`src/rtl/rftn_pkg.sv`:
```
package rftn_pkg;

    localparam int ID_W    = 8;
    localparam int FINGERS = 8;
    localparam int IDX_W   = $clog2(FINGERS);
    localparam int CMD_W   = 3;

    localparam logic [CMD_W-1:0] CMD_ALONE_INIT = 3'd0;
    localparam logic [CMD_W-1:0] CMD_CLOSEST    = 3'd1;
    localparam logic [CMD_W-1:0] CMD_GET_SUCC   = 3'd2;
    localparam logic [CMD_W-1:0] CMD_GET_PRED   = 3'd3;
    localparam logic [CMD_W-1:0] CMD_SET_PRED   = 3'd4;
    localparam logic [CMD_W-1:0] CMD_LOAD       = 3'd5;
    localparam logic [CMD_W-1:0] CMD_UPD_JOIN   = 3'd6;
    localparam logic [CMD_W-1:0] CMD_UPD_LEAVE  = 3'd7;

    typedef logic [ID_W-1:0]  t_id;
    typedef logic [IDX_W-1:0] t_idx;
    typedef logic [CMD_W-1:0] t_cmd;

    // finger table port request
    typedef struct packed {
        logic rd_en;
        t_idx rd_addr;
        logic wr_en;
        t_idx wr_addr;
        t_id  wr_data;
    } t_ftab_req;

    // operands of the circular interval test
    typedef struct packed {
        t_id  lo;
        logic lo_incl;
        t_id  hi;
        logic hi_incl;
        t_id  x;
    } t_arc_op;

endpackage

```
`src/rtl/rftn_if.sv`:
```
interface rftn_req_if;
    logic             valid;
    logic             ready;
    rftn_pkg::t_cmd   command;
    rftn_pkg::t_id    target_id;
    rftn_pkg::t_idx   finger_index;
    rftn_pkg::t_id    leaving_id;

    modport source (output valid, command, target_id, finger_index, leaving_id,
                    input ready);
    modport sink   (input valid, command, target_id, finger_index, leaving_id,
                    output ready);
endinterface

interface rftn_rsp_if;
    logic             valid;
    logic             ready;
    rftn_pkg::t_id    result_id;
    logic             forward_update;
    rftn_pkg::t_id    forward_to;

    modport source (output valid, result_id, forward_update, forward_to,
                    input ready);
    modport sink   (input valid, result_id, forward_update, forward_to,
                    output ready);
endinterface

```
`src/rtl/rftn_arc.sv`:
```
module rftn_arc (
    input  rftn_pkg::t_arc_op i_op,
    output logic              o_inside
);

    logic above_lo;
    logic below_hi;

    assign above_lo = i_op.lo_incl ? (i_op.x >= i_op.lo) : (i_op.x > i_op.lo);
    assign below_hi = i_op.hi_incl ? (i_op.x <= i_op.hi) : (i_op.x < i_op.hi);

    always_comb begin
        priority if (i_op.lo == i_op.hi) begin
            // degenerate arc: full ring, minus the end point if both ends open
            o_inside = (i_op.lo_incl || i_op.hi_incl) ? 1'b1 : (i_op.x != i_op.lo);
        end else if (i_op.lo < i_op.hi) begin
            o_inside = above_lo && below_hi;
        end else begin
            o_inside = above_lo || below_hi;
        end
    end

endmodule

```
`src/rtl/rftn_ftab.sv`:
```
module rftn_ftab (
    input  logic                i_clk,
    input  logic                i_rst_n,
    input  rftn_pkg::t_ftab_req i_req,
    output rftn_pkg::t_id       o_rd_data
);

    rftn_pkg::t_id                 mem [rftn_pkg::FINGERS];
    logic [rftn_pkg::FINGERS-1:0]  r_vld;
    rftn_pkg::t_id                 r_rd_data;
    logic                          r_rd_hit;

    always_ff @(posedge i_clk) begin
        if (i_req.wr_en) begin
            mem[i_req.wr_addr] <= i_req.wr_data;
        end
        if (i_req.rd_en) begin
            r_rd_data <= mem[i_req.rd_addr];
        end
    end

    // entries never written read as zero
    always_ff @(posedge i_clk) begin
        if (!i_rst_n) begin
            r_vld    <= '0;
            r_rd_hit <= 1'b0;
        end else begin
            if (i_req.rd_en) begin
                r_rd_hit <= r_vld[i_req.rd_addr];
            end
            if (i_req.wr_en) begin
                r_vld[i_req.wr_addr] <= 1'b1;
            end
        end
    end

    assign o_rd_data = r_rd_hit ? r_rd_data : '0;

endmodule

```
`src/rtl/ring_finger_table_node.sv`:
```
// Channel  Dir  Payload
// i_req    in   command, target_id, finger_index, leaving_id
// o_rsp    out  result_id, forward_update, forward_to
// i_cfg    in   node_id (write enable + data, no read-back)
//
// One request at a time; i_req.ready is high only while idle.
// get/set_predecessor go from idle straight to the result; get_successor, load and
// updates pass through S_READ and S_EVAL (table read, then evaluate); alone_init stays
// in S_FILL, one finger written per cycle; closest_finger loops READ/EVAL per finger scanned.
// The result register holds until o_rsp.ready; no new request is taken meanwhile.
// Synchronous active-low reset clears node_id, predecessor and the table.
module ring_finger_table_node (
    input  logic              i_clk,
    input  logic              i_rst_n,
    input  logic              i_cfg_we,
    input  rftn_pkg::t_id     i_cfg_wdata,
    rftn_req_if.sink          i_req,
    rftn_rsp_if.source        o_rsp
);

    localparam logic [2:0] S_IDLE = 3'd0;
    localparam logic [2:0] S_READ = 3'd1;
    localparam logic [2:0] S_EVAL = 3'd2;
    localparam logic [2:0] S_FILL = 3'd3;
    localparam logic [2:0] S_OUT  = 3'd4;

    logic [2:0]          r_state, n_state;
    rftn_pkg::t_idx      r_cnt, n_cnt;
    rftn_pkg::t_id       r_node, r_pred, n_pred;
    rftn_pkg::t_cmd      r_cmd;
    rftn_pkg::t_id       r_target, r_leaving;
    rftn_pkg::t_idx      r_index;
    rftn_pkg::t_id       r_res, n_res;
    logic                r_fwd, n_fwd;
    rftn_pkg::t_id       r_fwd_to, n_fwd_to;

    rftn_pkg::t_ftab_req ftab_req;
    rftn_pkg::t_id       finger;
    rftn_pkg::t_arc_op   arc_op;
    logic                arc_in;
    logic                req_acc;

    assign req_acc = i_req.valid && i_req.ready;

    rftn_ftab u_ftab (
        .i_clk     (i_clk),
        .i_rst_n   (i_rst_n),
        .i_req     (ftab_req),
        .o_rd_data (finger)
    );

    // shared interval unit: closest scan tests the finger, join tests the target
    always_comb begin
        if (r_cmd == rftn_pkg::CMD_UPD_JOIN) begin
            arc_op = '{lo: r_node, lo_incl: 1'b1, hi: finger, hi_incl: 1'b0, x: r_target};
        end else begin
            arc_op = '{lo: r_node, lo_incl: 1'b0, hi: r_target, hi_incl: 1'b0, x: finger};
        end
    end

    rftn_arc u_arc (
        .i_op     (arc_op),
        .o_inside (arc_in)
    );

    always_comb begin
        n_state  = r_state;
        n_cnt    = r_cnt;
        n_pred   = r_pred;
        n_res    = r_res;
        n_fwd    = r_fwd;
        n_fwd_to = r_fwd_to;
        ftab_req = '{rd_en: 1'b0, rd_addr: r_cnt, wr_en: 1'b0, wr_addr: r_cnt,
                     wr_data: r_node};
        unique case (r_state)
            S_IDLE: begin
                if (req_acc) begin
                    n_res    = i_req.target_id;
                    n_fwd    = 1'b0;
                    n_fwd_to = '0;
                    unique case (i_req.command)
                        rftn_pkg::CMD_ALONE_INIT: begin
                            n_cnt   = '0;
                            n_state = S_FILL;
                        end
                        rftn_pkg::CMD_CLOSEST: begin
                            n_cnt   = rftn_pkg::t_idx'(rftn_pkg::FINGERS - 1);
                            n_state = S_READ;
                        end
                        rftn_pkg::CMD_GET_SUCC: begin
                            n_cnt   = '0;
                            n_state = S_READ;
                        end
                        rftn_pkg::CMD_GET_PRED: begin
                            n_res   = r_pred;
                            n_state = S_OUT;
                        end
                        rftn_pkg::CMD_SET_PRED: begin
                            n_pred  = i_req.target_id;
                            n_state = S_OUT;
                        end
                        default: begin
                            // load and both updates address the indexed entry
                            n_cnt   = i_req.finger_index;
                            n_state = S_READ;
                        end
                    endcase
                end
            end
            S_READ: begin
                ftab_req.rd_en = 1'b1;
                n_state        = S_EVAL;
            end
            S_EVAL: begin
                n_state = S_OUT;
                unique case (r_cmd)
                    rftn_pkg::CMD_CLOSEST: begin
                        priority if (arc_in) begin
                            n_res = finger;
                        end else if (r_cnt == '0) begin
                            n_res = r_node;
                        end else begin
                            n_cnt   = r_cnt - 1'b1;
                            n_state = S_READ;
                        end
                    end
                    rftn_pkg::CMD_GET_SUCC: begin
                        n_res = finger;
                    end
                    rftn_pkg::CMD_LOAD: begin
                        ftab_req.wr_en   = 1'b1;
                        ftab_req.wr_data = r_target;
                    end
                    rftn_pkg::CMD_UPD_JOIN: begin
                        if (arc_in) begin
                            ftab_req.wr_en   = 1'b1;
                            ftab_req.wr_data = r_target;
                            if (r_pred != r_target) begin
                                n_fwd    = 1'b1;
                                n_fwd_to = r_pred;
                            end
                        end
                    end
                    rftn_pkg::CMD_UPD_LEAVE: begin
                        if (finger == r_leaving) begin
                            ftab_req.wr_en   = 1'b1;
                            ftab_req.wr_data = r_target;
                            if (r_pred != r_leaving) begin
                                n_fwd    = 1'b1;
                                n_fwd_to = r_pred;
                            end
                        end
                    end
                    default: begin
                    end
                endcase
            end
            S_FILL: begin
                ftab_req.wr_en = 1'b1;
                if (r_cnt == rftn_pkg::t_idx'(rftn_pkg::FINGERS - 1)) begin
                    n_pred  = r_node;
                    n_res   = r_node;
                    n_state = S_OUT;
                end else begin
                    n_cnt = r_cnt + 1'b1;
                end
            end
            S_OUT: begin
                if (o_rsp.ready) begin
                    n_state = S_IDLE;
                end
            end
            default: begin
                n_state = S_IDLE;
            end
        endcase
    end

    always_ff @(posedge i_clk) begin
        if (!i_rst_n) begin
            r_state <= S_IDLE;
            r_cnt   <= '0;
            r_node  <= '0;
            r_pred  <= '0;
        end else begin
            r_state <= n_state;
            r_cnt   <= n_cnt;
            r_pred  <= n_pred;
            if (i_cfg_we) begin
                r_node <= i_cfg_wdata;
            end
        end
    end

    always_ff @(posedge i_clk) begin
        if (req_acc) begin
            r_cmd     <= i_req.command;
            r_target  <= i_req.target_id;
            r_index   <= i_req.finger_index;
            r_leaving <= i_req.leaving_id;
        end
        r_res    <= n_res;
        r_fwd    <= n_fwd;
        r_fwd_to <= n_fwd_to;
    end

    assign i_req.ready          = (r_state == S_IDLE);
    assign o_rsp.valid          = (r_state == S_OUT);
    assign o_rsp.result_id      = r_res;
    assign o_rsp.forward_update = r_fwd;
    assign o_rsp.forward_to     = r_fwd_to;

    // load and updates always address the entry named in the request
    assert property (@(posedge i_clk) disable iff (!i_rst_n)
        (r_state == S_EVAL && (r_cmd == rftn_pkg::CMD_UPD_JOIN ||
            r_cmd == rftn_pkg::CMD_UPD_LEAVE || r_cmd == rftn_pkg::CMD_LOAD))
        |-> (r_cnt == r_index))
        else $error("update addresses wrong finger");

    assert property (@(posedge i_clk) disable iff (!i_rst_n)
        o_rsp.valid |-> !i_req.ready)
        else $error("request taken while result pending");

    assert property (@(posedge i_clk) disable iff (!i_rst_n)
        (o_rsp.valid && !o_rsp.forward_update) |-> (o_rsp.forward_to == '0))
        else $error("forward_to set without forward");

    assert property (@(posedge i_clk) disable iff (!i_rst_n)
        (o_rsp.valid && o_rsp.forward_update) |->
            (r_cmd == rftn_pkg::CMD_UPD_JOIN || r_cmd == rftn_pkg::CMD_UPD_LEAVE))
        else $error("forward from non-update command");

    assert property (@(posedge i_clk) disable iff (!i_rst_n)
        req_acc |=> !i_req.ready)
        else $error("sequencer did not leave idle");

endmodule
```
`src/flat_wrapper.sv`:
```
// flat-port wrapper written by rule: the top's interface ports become plain ports
module ring_finger_table_node_flat 
  (i_clk, i_rst_n, i_cfg_we, i_cfg_wdata, i_req_valid, i_req_command, i_req_target_id, i_req_finger_index, i_req_leaving_id, i_req_ready, o_rsp_valid, o_rsp_result_id, o_rsp_forward_update, o_rsp_forward_to, o_rsp_ready);
  rftn_req_if i_req_i ();
  rftn_rsp_if o_rsp_i ();
  input  logic i_clk;
  input  logic i_rst_n;
  input  logic i_cfg_we;
  input  rftn_pkg::t_id i_cfg_wdata;
  input wire logic [$bits(i_req_i.valid)-1:0] i_req_valid;
  input wire logic [$bits(i_req_i.command)-1:0] i_req_command;
  input wire logic [$bits(i_req_i.target_id)-1:0] i_req_target_id;
  input wire logic [$bits(i_req_i.finger_index)-1:0] i_req_finger_index;
  input wire logic [$bits(i_req_i.leaving_id)-1:0] i_req_leaving_id;
  output wire logic [$bits(i_req_i.ready)-1:0] i_req_ready;
  output wire logic [$bits(o_rsp_i.valid)-1:0] o_rsp_valid;
  output wire logic [$bits(o_rsp_i.result_id)-1:0] o_rsp_result_id;
  output wire logic [$bits(o_rsp_i.forward_update)-1:0] o_rsp_forward_update;
  output wire logic [$bits(o_rsp_i.forward_to)-1:0] o_rsp_forward_to;
  input wire logic [$bits(o_rsp_i.ready)-1:0] o_rsp_ready;
  assign i_req_i.valid = i_req_valid;
  assign i_req_i.command = i_req_command;
  assign i_req_i.target_id = i_req_target_id;
  assign i_req_i.finger_index = i_req_finger_index;
  assign i_req_i.leaving_id = i_req_leaving_id;
  assign i_req_ready = i_req_i.ready;
  assign o_rsp_valid = o_rsp_i.valid;
  assign o_rsp_result_id = o_rsp_i.result_id;
  assign o_rsp_forward_update = o_rsp_i.forward_update;
  assign o_rsp_forward_to = o_rsp_i.forward_to;
  assign o_rsp_i.ready = o_rsp_ready;
  ring_finger_table_node u_core (.i_clk(i_clk), .i_rst_n(i_rst_n), .i_cfg_we(i_cfg_we), .i_cfg_wdata(i_cfg_wdata), .i_req(i_req_i), .o_rsp(o_rsp_i));
endmodule
```
`config.mk`:
```
export PLATFORM = sky130hd
export DESIGN_NAME = ring_finger_table_node_flat
export DESIGN_NICKNAME = d
export VERILOG_FILES = /design/src/rtl/rftn_pkg.sv /design/src/rtl/rftn_if.sv /design/src/rtl/rftn_arc.sv /design/src/rtl/rftn_ftab.sv /design/src/rtl/ring_finger_table_node.sv /design/src/flat_wrapper.sv
export SDC_FILE = /design/constraint.sdc
export NUM_CORES = 1
export LEC_CHECK = 0
export ABC_AREA = 1
export BUFFER_PORTS_ARGS = -buffer_cell sky130_fd_sc_hd__buf_2
export CAP_MARGIN = 20
export CORE_UTILIZATION = 50
export DETAILED_ROUTE_END_ITERATION = 7
export GPL_TIMING_DRIVEN = 0
export HOLD_SLACK_MARGIN = 0.06
export PLACE_DENSITY = 0.76
export SYNTH_ARGS = -nofsm -noshare
export SYNTH_HDL_FRONTEND = slang
export SYNTH_SLANG_ARGS = --single-unit
```
`constraint.sdc`:
```
create_clock -name i_clk -period 8.8 [get_ports i_clk]
set_input_delay 0.44 -clock i_clk [delete_from_list [all_inputs] [get_ports i_clk]]
set_output_delay 0.44 -clock i_clk [all_outputs]
set_load 0.01 [all_outputs]
```
Word-level counts from Yosys, hierarchy flattened

Memories as Yosys holds them, arrays and structs flattened. A register that Yosys moved wholly into a read port is not among the register bits.
Index checks and enable logic that the tools add are counted.

Add/sub/neg operators: 2
$lt $le $gt $ge: 7
Equal/unequal tests: 35
Muxes and demuxes: 61
Bitwise operators: 1
Reduce and logical (&&, ||, !) cells: 18

Operators by type and width:

| operator             | count |
|---|---|
| $mux W8              | 16 |
| $pmux W8 S2          | 4 |
| $pmux W8 S3          | 2 |
| $mux W3              | 11 |
| $ne A8 B8 Y1         | 3 |
| $eq A3 B3 Y1 const B | 6 |
| $mux W18             | 1 |
| $pmux W3 S3          | 2 |
| $mux W1              | 17 |
| $eq A8 B8 Y1         | 2 |
| $lt A8 B8 Y1         | 2 |
| $eq A3 B2 Y1 const B | 5 |
| $pmux W3 S5          | 1 |
| $ne A2 B2 Y1 const B | 7 |
| $reduce_and A7 Y1    | 2 |
| $eq A3 B1 Y1 const B | 3 |
| $logic_not A3 Y1     | 3 |
| $ne A3 B2 Y1 const B | 3 |
| $ge A8 B8 Y1         | 1 |
| $gt A8 B8 Y1         | 1 |
| $le A8 B8 Y1         | 1 |
| $or A8 B8 Y8         | 1 |
| $ne A3 B3 Y1 const B | 2 |
| $pmux W1 S2          | 3 |
| other kinds (19)     | 25 |

Bits in registers: 67
RAM bits: 64
Memories kept: 1

Memories:

| name              | words | width | read ports | clocked after Yosys merged registers in | wr ports | RTL line       | text |
|---|---|---|---|---|---|---|---|
| u_core.u_ftab.mem | 8     | 8     | 1          | 1                                       | 1        | rftn_ftab.sv:8 | `rftn_pkg::t_id mem [rftn_pkg::FINGERS];` |

Logic depth before layout (Yosys ltp)

Gate-level depths: netlist of the first run.

Depth after elaboration: 12
Gate-level depth with buffers: 24
Mapped depth without buffers: 23

Hierarchy

Synthesis of the first run repeated with hierarchy kept, for this count alone.

Cell total of the unflattened synthesis: 845
Area total of the unflattened synthesis: 7348.3 um2

By module, submodules not included:

| module                 | times used | cells each | area each (um2) |
|---|---|---|---|
| ring_finger_table_node | 1          | 462        | 3465.8 |
| rftn_ftab              | 1          | 277        | 3243.1 |
| rftn_arc               | 1          | 106        | 639.4 |

Worst setup path after synthesis of the first run

OpenSTA, ideal clock, no wires.

Path type: register to register
From: register u_core.r_cmd[0]
To: register u_core.r_fwd_to[0], in the netlist u_core.o_rsp.forward_to[0] (enable)
Arrival time: 2.898 ns
Required time: 8.419 ns
Slack: 5.521 ns
Cell stages (with the launch flop): 22
Path buffers: 2
Clock period less this slack: 3.279 ns
Cell sequence: edfxtp_1 inv_2 nand3_2 buf_6 clkbuf_1 nand2_1 o21ai_0 ha_1 nand2_1 nor2_1 nand2_1 nand2_1 nor2_1 nand2_1 nand2_1 a21oi_1 nand2_2 nand2_4 nand2_4 inv_4 nand2_1 a31oi_1

Cells in the longest elaborated chain, start to end: 9

Ends and longest elaborated chain:

| item                                                             | RTL line                                                    | text |
|---|---|---|
| from (decl)                                                      | ring_finger_table_node.sv:30                                | `rftn_pkg::t_cmd r_cmd;` |
| from (signal assigned)                                           | ring_finger_table_node.sv:197                               | `r_cmd <= i_req.command;` |
| $eq A3 B3 Y1                                                     | ring_finger_table_node.sv:54, ring_finger_table_node.sv:116 |  |
| $mux W18                                                         | ring_finger_table_node.sv:54                                | `if (r_cmd == rftn_pkg::CMD_UPD_JOIN) begin` |
| $gt A8 B8 Y1 (tied with other cells)                             | rftn_arc.sv:9                                               | `assign above_lo = i_op.lo_incl ? (i_op.x >= i_op.lo) : (i_op.x > i_op.lo);` |
| $mux W1, on equally long branches                                | rftn_arc.sv:9, rftn_arc.sv:10                               |  |
| $logic_or A1 B1 Y1 / $logic_and A1 B1 Y1 (equally long branches) | rftn_arc.sv:19, rftn_arc.sv:17                              |  |
| $mux W1                                                          | rftn_arc.sv:16                                              | `end else if (i_op.lo < i_op.hi) begin` |
| $mux W1                                                          | rftn_arc.sv:13                                              | `priority if (i_op.lo == i_op.hi) begin` |
| $ne A3 B2 Y1 (no line)                                           | n/a                                                         |  |
| $reduce_and A7 Y1 (no line) *                                    | n/a                                                         |  |
| to (signal assigned)                                             | ring_finger_table_node.sv:204                               | `r_fwd_to <= n_fwd_to;` |
| to (decl)                                                        | ring_finger_table_node.sv:35                                | `rftn_pkg::t_id r_fwd_to, n_fwd_to;` |

Mark *: on every way between the ends. The rest lies on a longest branch, timed or not.
A chain may end at the register's enable or synchronous reset.

Worst setup path in the final report of the first run

From: register u_core.r_cmd[0]
To: register u_core.r_fwd, in the netlist u_core.o_rsp.forward_update (enable)

Cells in the longest elaborated chain, start to end: 9

Ends and longest elaborated chain:

| item                                                             | RTL line                                                    | text |
|---|---|---|
| $eq A3 B3 Y1                                                     | ring_finger_table_node.sv:54, ring_finger_table_node.sv:116 |  |
| $mux W18                                                         | ring_finger_table_node.sv:54                                |  |
| $gt A8 B8 Y1 (tied with other cells)                             | rftn_arc.sv:9                                               |  |
| $mux W1, on equally long branches                                | rftn_arc.sv:9, rftn_arc.sv:10                               |  |
| $logic_or A1 B1 Y1 / $logic_and A1 B1 Y1 (equally long branches) | rftn_arc.sv:19, rftn_arc.sv:17                              |  |
| $mux W1                                                          | rftn_arc.sv:16                                              |  |
| $mux W1                                                          | rftn_arc.sv:13                                              |  |
| $ne A3 B2 Y1 (no line)                                           | n/a                                                         |  |
| $reduce_and A7 Y1 (no line) *                                    | n/a                                                         |  |
| to (signal assigned)                                             | ring_finger_table_node.sv:203                               | `r_fwd <= n_fwd;` |
| to (decl)                                                        | ring_finger_table_node.sv:34                                | `logic r_fwd, n_fwd;` |

Marked as above.

==> results of run 1 <==
## metrics by stage
step                      std cells  power (mW)  worst slack (ps)  cell area [µm²]
after floorplan                 738        1.51              5520             7040
after global placement          967        1.74              4940             7520
after detailed placement        969        1.77              4840             7550
after CTS                      1000        2.45              4850             8100
after global routing           1000        2.58              4480             8100
final                          1000        2.46              4810             8100
## synthesized netlist by cell type, types with 2 or more instances
cell        n  area [µm²]
a22o_1      6        52.6
inv_1      87         327
nand2_2    18         113
o211ai_1    2        15.0
clkinv_1    2        7.51
or2_2       4        25.0
o21bai_1    2        15.0
a21oi_1    61         305
xnor2_1     5        43.8
nor3_1     12        60.1
edfxtp_1  108        3240
nor3_2      6        60.1
buf_2       6        30.0
clkbuf_1   14        52.6
o21ai_0    61         305
nand2_1   137         514
o221ai_1    2        17.5
inv_2       2        7.51
ha_1       23         288
a22oi_1    10        75.1
nor4_1      7        43.8
a31oi_1     9        56.3
nand2_4     4        45.0
nor2_1     45         169
a221oi_1    8        70.1
xor2_1     13         114
a211oi_1    2        15.0
dfxtp_1    31         621
nand3_1    19        95.1
a21oi_2     9        78.8
nand4_1    13        81.3
## worst max-delay path by stage
stage                                   to       startpoint  cells past startpoint
2_1_floorplan   u_core.o_rsp.forward_to[0]  u_core.r_cmd[0]                     21
3_3_place_gp    u_core.o_rsp.forward_to[2]  u_core.r_cmd[0]                     21
3_5_place_dp       u_core.u_ftab.mem[6][0]  u_core.r_cmd[0]                     21
4_1_cts            u_core.u_ftab.mem[5][0]  u_core.r_cmd[0]                     21
5_1_grt        u_core.o_rsp.forward_update  u_core.r_cmd[2]                     19
6_report       u_core.o_rsp.forward_update  u_core.r_cmd[0]                     21
## kinds of logic after synthesis
group,after synthesis,synth area share
AO/OA/AOI/OAI,175,0.146
XOR/XNOR,18,0.0224
adder cells (fa/ha/maj),24,0.0437
buffers and inverters,114,0.0633
flip-flops,139,0.549
AND/OR/NAND/NOR,268,0.175
## per-layer routing
layer / vias up / track usage / share of wire
li1: 2711 / - / -
met1: 2616 / 0.321 / 0.42
met2: 247 / 0.422 / 0.48
met3: 41 / 0.0542 / 0.070
met4: 0 / 0.100 / 0.029
met5: - / 0 / 0
## cell type report
class | instances | area, µm²
fillers | 1117 | 5400
flip-flops and latches | 139 | 3860
multi-input cells | 485 | 2730
clock buffers | 20 | 437
inverters | 92 | 348
repair buffers | 55 | 285
well taps | 176 | 220
clock inverters | 11 | 120
plain buffers | 22 | 97.6
## sequential cells by signal, indices dropped and copies added, names as in the netlist
name                         count
u_core.r_leaving                 8
u_core.r_pred                    8
u_core.r_node                    8
u_core.r_target                  8
u_core.r_state                   3
u_core.u_ftab.r_rd_data          8
u_core.u_ftab.r_rd_hit           1
u_core.u_ftab.mem               64
u_core.o_rsp.forward_to          8
u_core.r_cnt                     3
u_core.u_ftab.r_vld              8
u_core.o_rsp.forward_update      1
u_core.o_rsp.result_id           8
u_core.r_cmd                     3
## power by group
| group | internal [mW] | leakage [nW] | switching, mW |
|---|---|---|---|
| clock network | 0.414 | 0.260 | 0.272 |
| logic | 0.263 | 1.81 | 0.596 |
| registers | 0.859 | 1.26 | 0.0543 |
## worst reg2reg max path, stage by stage (launching register included)
cell	delay, ps
edfxtp_1	460
inv_2	120
nand3_2	130
buf_6	180
clkbuf_1	210
nand2_1	110
o21ai_0	140
ha_1	350
nand2_1	70
nor2_1	190
nand2_1	80
nand2_1	60
nor2_1	40
nand2_1	50
nand2_1	50
o21ai_0	140
inv_1	90
nand2_4	140
nand2_4	120
inv_4	150
nand2_1	70
a31oi_1	660
==> impl_metrics.csv, run 1 <==
group,metric,value,unit
timing,tightest_slew,925,ps
die,dieArea,14600,µm²
hold_path,min_path_type,"primary input to register",
setup_path,rrSetupSlack,4810,ps
pwr,power_density,303,nW/µm²
setup_path,cp.arrival,4040,ps
cells_and_area,drive_gt1_frac,0.164,
run_status,status,"finished, final reports clean",
setup_path,cp-start-kind,"register",
timing,finalCriticalPeriod,3990,ps
synthesis,ys_ff_latch,139,
timing,timing.slew.headroom,0.381,
global_routing,grt_max_degree,17,
synthesis,synth.cell_area,7040,µm²
synthesis,yosysWarnings,0,
timing,finalSetupTns,0,ps
die,core,13500,µm²
clock_tree,htreeDepth,4,
placement,dpl.hpwl,13100,µm
clock_tree,cts_root_buf,"clkbuf_16",
clock_tree,clock_latency,430,ps
cells_and_area,diodes,0,
cells_and_area,post-route-util,0.600,
cells_and_area,final_common_cell,"nand2_1",
cells_and_area,final_nets,871,
die,die_x,121,µm
detailed_routing,wl_per_cell,17.7,µm
synthesis,syn_avg_cell_area,9.54,µm²
hold_path,whs_endpoint,"u_core.r_leaving[0]",
clock_tree,clkSinkCount,139,
setup_path,path_cells,"inv_2 -> nand3_2 -> buf_6 -> clkbuf_1 -> nand2_1 -> o21ai_0 -> ha_1 -> nand2_1 -> nor2_1 -> nand2_1 -> nand2_1 -> nor2_1 -> nand2_1 -> nand2_1 -> o21ai_0 -> inv_1 -> nand2_4 -> nand2_4 -> inv_4 -> nand2_1 -> a31oi_1",
synthesis,ys_types,41,
cells_and_area,mostFrequentLayoutCells,"nand2_1, edfxtp_1, inv_1, o21ai_0, a21oi_1",
global_routing,grt_pass1_vias,5210,
clock_tree,cts_buffers,17,
setup_path,crit_slowest_cell,"a31oi_1",
timing,whs,197,ps
setup_path,r2r-end,"u_core.o_rsp.forward_update",
global_routing,antenna_found_initial,0,
clock_tree,cts_resized,0,
clock_tree,cts_hold_buf,0,
timing,fin_crit_sh,0.454,
job,drv_cap,0,
setup_path,end_kind,"register",
setup_path,worstReg2RegStart,"u_core.r_cmd[0]",
synthesis,ys_async_sr_fraction,0,
timing,rsz0062_at_grt,"no",
synthesis,ys_seq_area_frac,0.549,
hold_path,hold-path-cell-count,1,
clock_tree,clockBufferDepth,2,
placement,gp_congestion,0.942,
global_routing,overflow,0,
clock_tree,path_clk_slew,60,ps
setup_path,rr_worst_depth,21,
detailed_routing,num_vias,5615,
die,std_cell_rows,42,
synthesis,syn_nets,797,
timing,fmax,250,MHz
clock_tree,post-cts-setup-buffers,0,
detailed_routing,drt_iter0_drc,657,
synthesis,syn_inst,738,
die,initial_core_util,0.521,
global_routing,grt_usage,0.253,
detailed_routing,antenna_left,0,
setup_path,cp_top_family,"simple AND/OR/NAND/NOR gates",
global_routing,grt_pass1_wl,27100,µm
setup_path,worst-setup-path-type,"register to register",
timing,finalHoldViolCount,0,
synthesis,synth_edf_count,108,
setup_path,cp.required,8840,ps
timing,clock_skew,11.6,ps
timing,setup_viol,0,
hold_path,hp-start,"i_req_leaving_id[0]",
detailed_routing,routed_via_density,5.62,
cells_and_area,syn_to_final_growth,15.1,%
placement,io_buffer_count,53,
setup_path,crit_path_frequent_cell,"nand2_1",
pwr,p_leak,3.33,nW
clock_tree,cts_tree,"yes",
detailed_routing,wl,17700,µm
detailed_routing,drt_pass1_iterations,5,
timing,finalMaxSlewViolations,0,
die,chipHeight,121,µm
setup_path,slowest_delay,660,ps
setup_path,path_buf_inv,5,
die,pin_count,54,
setup_path,cp_max_fo,10,
synthesis,ys.flop_type,"edfxtp_1",
detailed_routing,post-route-drc-count,0,
pwr,vdd_drop_max,265,µV
Note: power is estimated with default switching activity, not from simulation.
==> run 2, diff against run 1 <==
- PLACE_DENSITY: 0.76 -> 0.79
- clock period: 8.8 -> 3.5 ns (I/O delays scaled with it)
==> impl_metrics.csv, run 2 (synthesis results as in run 1) <==
group,metric,value,unit
clock_tree,clkSinkCount,139,
detailed_routing,wl,18100,µm
timing,finalHoldViolCount,0,
timing,finalCriticalPeriod,3330,ps
placement,io_buffer_count,53,
die,dieArea,14600,µm²
cells_and_area,fill_cells,1078,
pwr,power_density,743,nW/µm²
detailed_routing,antenna_left,0,
cells_and_area,diodes,0,
cells_and_area,stdcell_area,8630,µm²
setup_path,cp-start-kind,"register",
global_routing,grt_max_degree,18,
hold_path,hp-start,"i_req_finger_index[1]",
detailed_routing,wl_per_cell,17.4,µm
hold_path,whs_endpoint,"u_core.r_cnt[1]",
timing,clock_skew,6.07,ps
hold_path,min_path_type,"primary input to register",
cells_and_area,top_register,"u_core.u_ftab.mem",
die,std_cell_rows,42,
cells_and_area,post-route-util,0.639,
global_routing,grt_usage,0.264,
cells_and_area,largest_reg_flops,64,
timing,rsz0062_at_grt,"no",
timing,setup_viol,0,
pwr,p_leak,3.45,nW
timing,fin_crit_sh,0.952,
detailed_routing,routed_via_density,5.62,
clock_tree,htreeDepth,4,
timing,finalSetupTns,0,ps
pwr,vdd_drop_max,500,µV
setup_path,worst-setup-path-type,"register to register",
pwr,power,6.41,mW
clock_tree,clock_latency,430,ps
detailed_routing,drt_pass1_iterations,5,
placement,placed_area,7550,µm²
detailed_routing,post-route-drc-count,0,
hold_path,hold-path-cell-count,5,
cells_and_area,drive_gt1_frac,0.203,
global_routing,overflow,0,
clock_tree,cts_tree,"yes",
die,chipHeight,121,µm
detailed_routing,num_vias,5836,
timing,finalMaxSlewViolations,0,
cells_and_area,final_common_cell,"nand2_1",
clock_tree,cts_buffers,17,
detailed_routing,drt_iter0_drc,524,
cells_and_area,final_nets,909,
clock_tree,clockBufferDepth,2,
placement,gp_congestion,0.984,
timing,fmax,300,MHz
setup_path,end_kind,"register",
clock_tree,path_clk_slew,60,ps
setup_path,cp.required,3640,ps
die,initial_core_util,0.521,
setup_path,rrSetupSlack,170,ps
run_status,status,"finished, final reports clean",
setup_path,worstReg2RegStart,"u_core.r_cmd[0]",
global_routing,grt_pass1_vias,5511,
die,core,13500,µm²
setup_path,cp_max_fo,10,
cells_and_area,mostFrequentLayoutCells,"nand2_1, edfxtp_1, inv_1, buf_2, a21oi_1",
placement,dpl.hpwl,13200,µm
setup_path,rr_worst_depth,21,
cells_and_area,syn_to_final_growth,22.7,%
timing,tightest_slew,1050,ps
setup_path,cp.arrival,3470,ps
clock_tree,cts_root_buf,"clkbuf_16",
timing,timing.slew.headroom,0.293,
setup_path,r2r-end,"u_core.o_rsp.forward_to[0]",
job,drv_cap,0,
global_routing,grt_pass1_wl,28400,µm
die,die_x,121,µm
global_routing,antenna_found_initial,0,
die,pin_count,54,
[run 2: timing repair]
item,4_1_cts,5_1_grt
hold buffers,29,0
endpoints found under the setup margin,136,154
hold endpoints to repair,35,0
resized for setup,21,25
pin swaps,4,6
buffers inserted,5,3
[run 2: cell type report]
class | count | area [µm²] | share of cell area
timing repair buffer | 93 | 684 | 0.0793
clock inverter | 15 | 159 | 0.0184
multi-input combinational | 485 | 2800 | 0.324
inverter | 92 | 378 | 0.0438
tap | 176 | 220 | 0.0255
clock buffer | 17 | 425 | 0.0493
buffer | 22 | 109 | 0.0126
sequential | 139 | 3860 | 0.447
[run 2: critical path: stages (launching register included)]
cell and delay, ps:
edfxtp_1 410, inv_2 90, nand3_2 100, buf_6 170
clkbuf_4 180, o21ai_0 300, ha_1 200, nand2_1 60
nor2_2 140, nand2_1 60, nand2_1 50, nor2_1 40
nand2_1 50, nand2_1 70, a21oi_2 150, nand2_2 80
nand2_4 120, nand2_4 90, inv_4 120, nand2_1 100
a31oi_2 250, buf_6 200
[run 2: worst max path at each step]
stage                          startpoint                          to  slack, ps
after floorplan           u_core.r_cmd[0]  u_core.o_rsp.forward_to[0]        220
after global placement    u_core.r_cmd[0]  u_core.o_rsp.forward_to[3]       -560
final                     u_core.r_cmd[0]  u_core.o_rsp.forward_to[0]        170
after detailed placement  u_core.r_cmd[0]     u_core.u_ftab.mem[6][6]       -300
after CTS                 u_core.r_cmd[0]  u_core.o_rsp.forward_to[7]          5
after global routing      u_core.r_cmd[0]     u_core.u_ftab.mem[2][1]          9
[run 2: through the flow]
| stage | hold slack, ps | std cells | setup slack, ps |
|---|---|---|---|
| floorplan | 274 | 738 | 221 |
| global placement | 352 | 967 | -556 |
| detailed placement | 354 | 970 | -298 |
| CTS | 148 | 1036 | 5.49 |
| global route | 195 | 1039 | 9.42 |
| finish | 156 | 1039 | 168 |
[run 2: power breakdown]
group          total [mW]  leakage [nW]  internal, mW  switching (mW)
Sequential           2.29          1.26          2.16           0.129
Clock                1.77         0.270          1.00           0.772
Combinational        2.35          1.92         0.792            1.56
Total                6.41          3.45          3.95            2.46
[run 2: per-layer routing]
layer  wire length [µm]  global-route usage  vias up
met4                719               0.141        0
met2               9050               0.453      234
li1                   -                   -     2797
met5                  0                   0        -
met1               7180               0.301     2746
met3               1180              0.0693       59
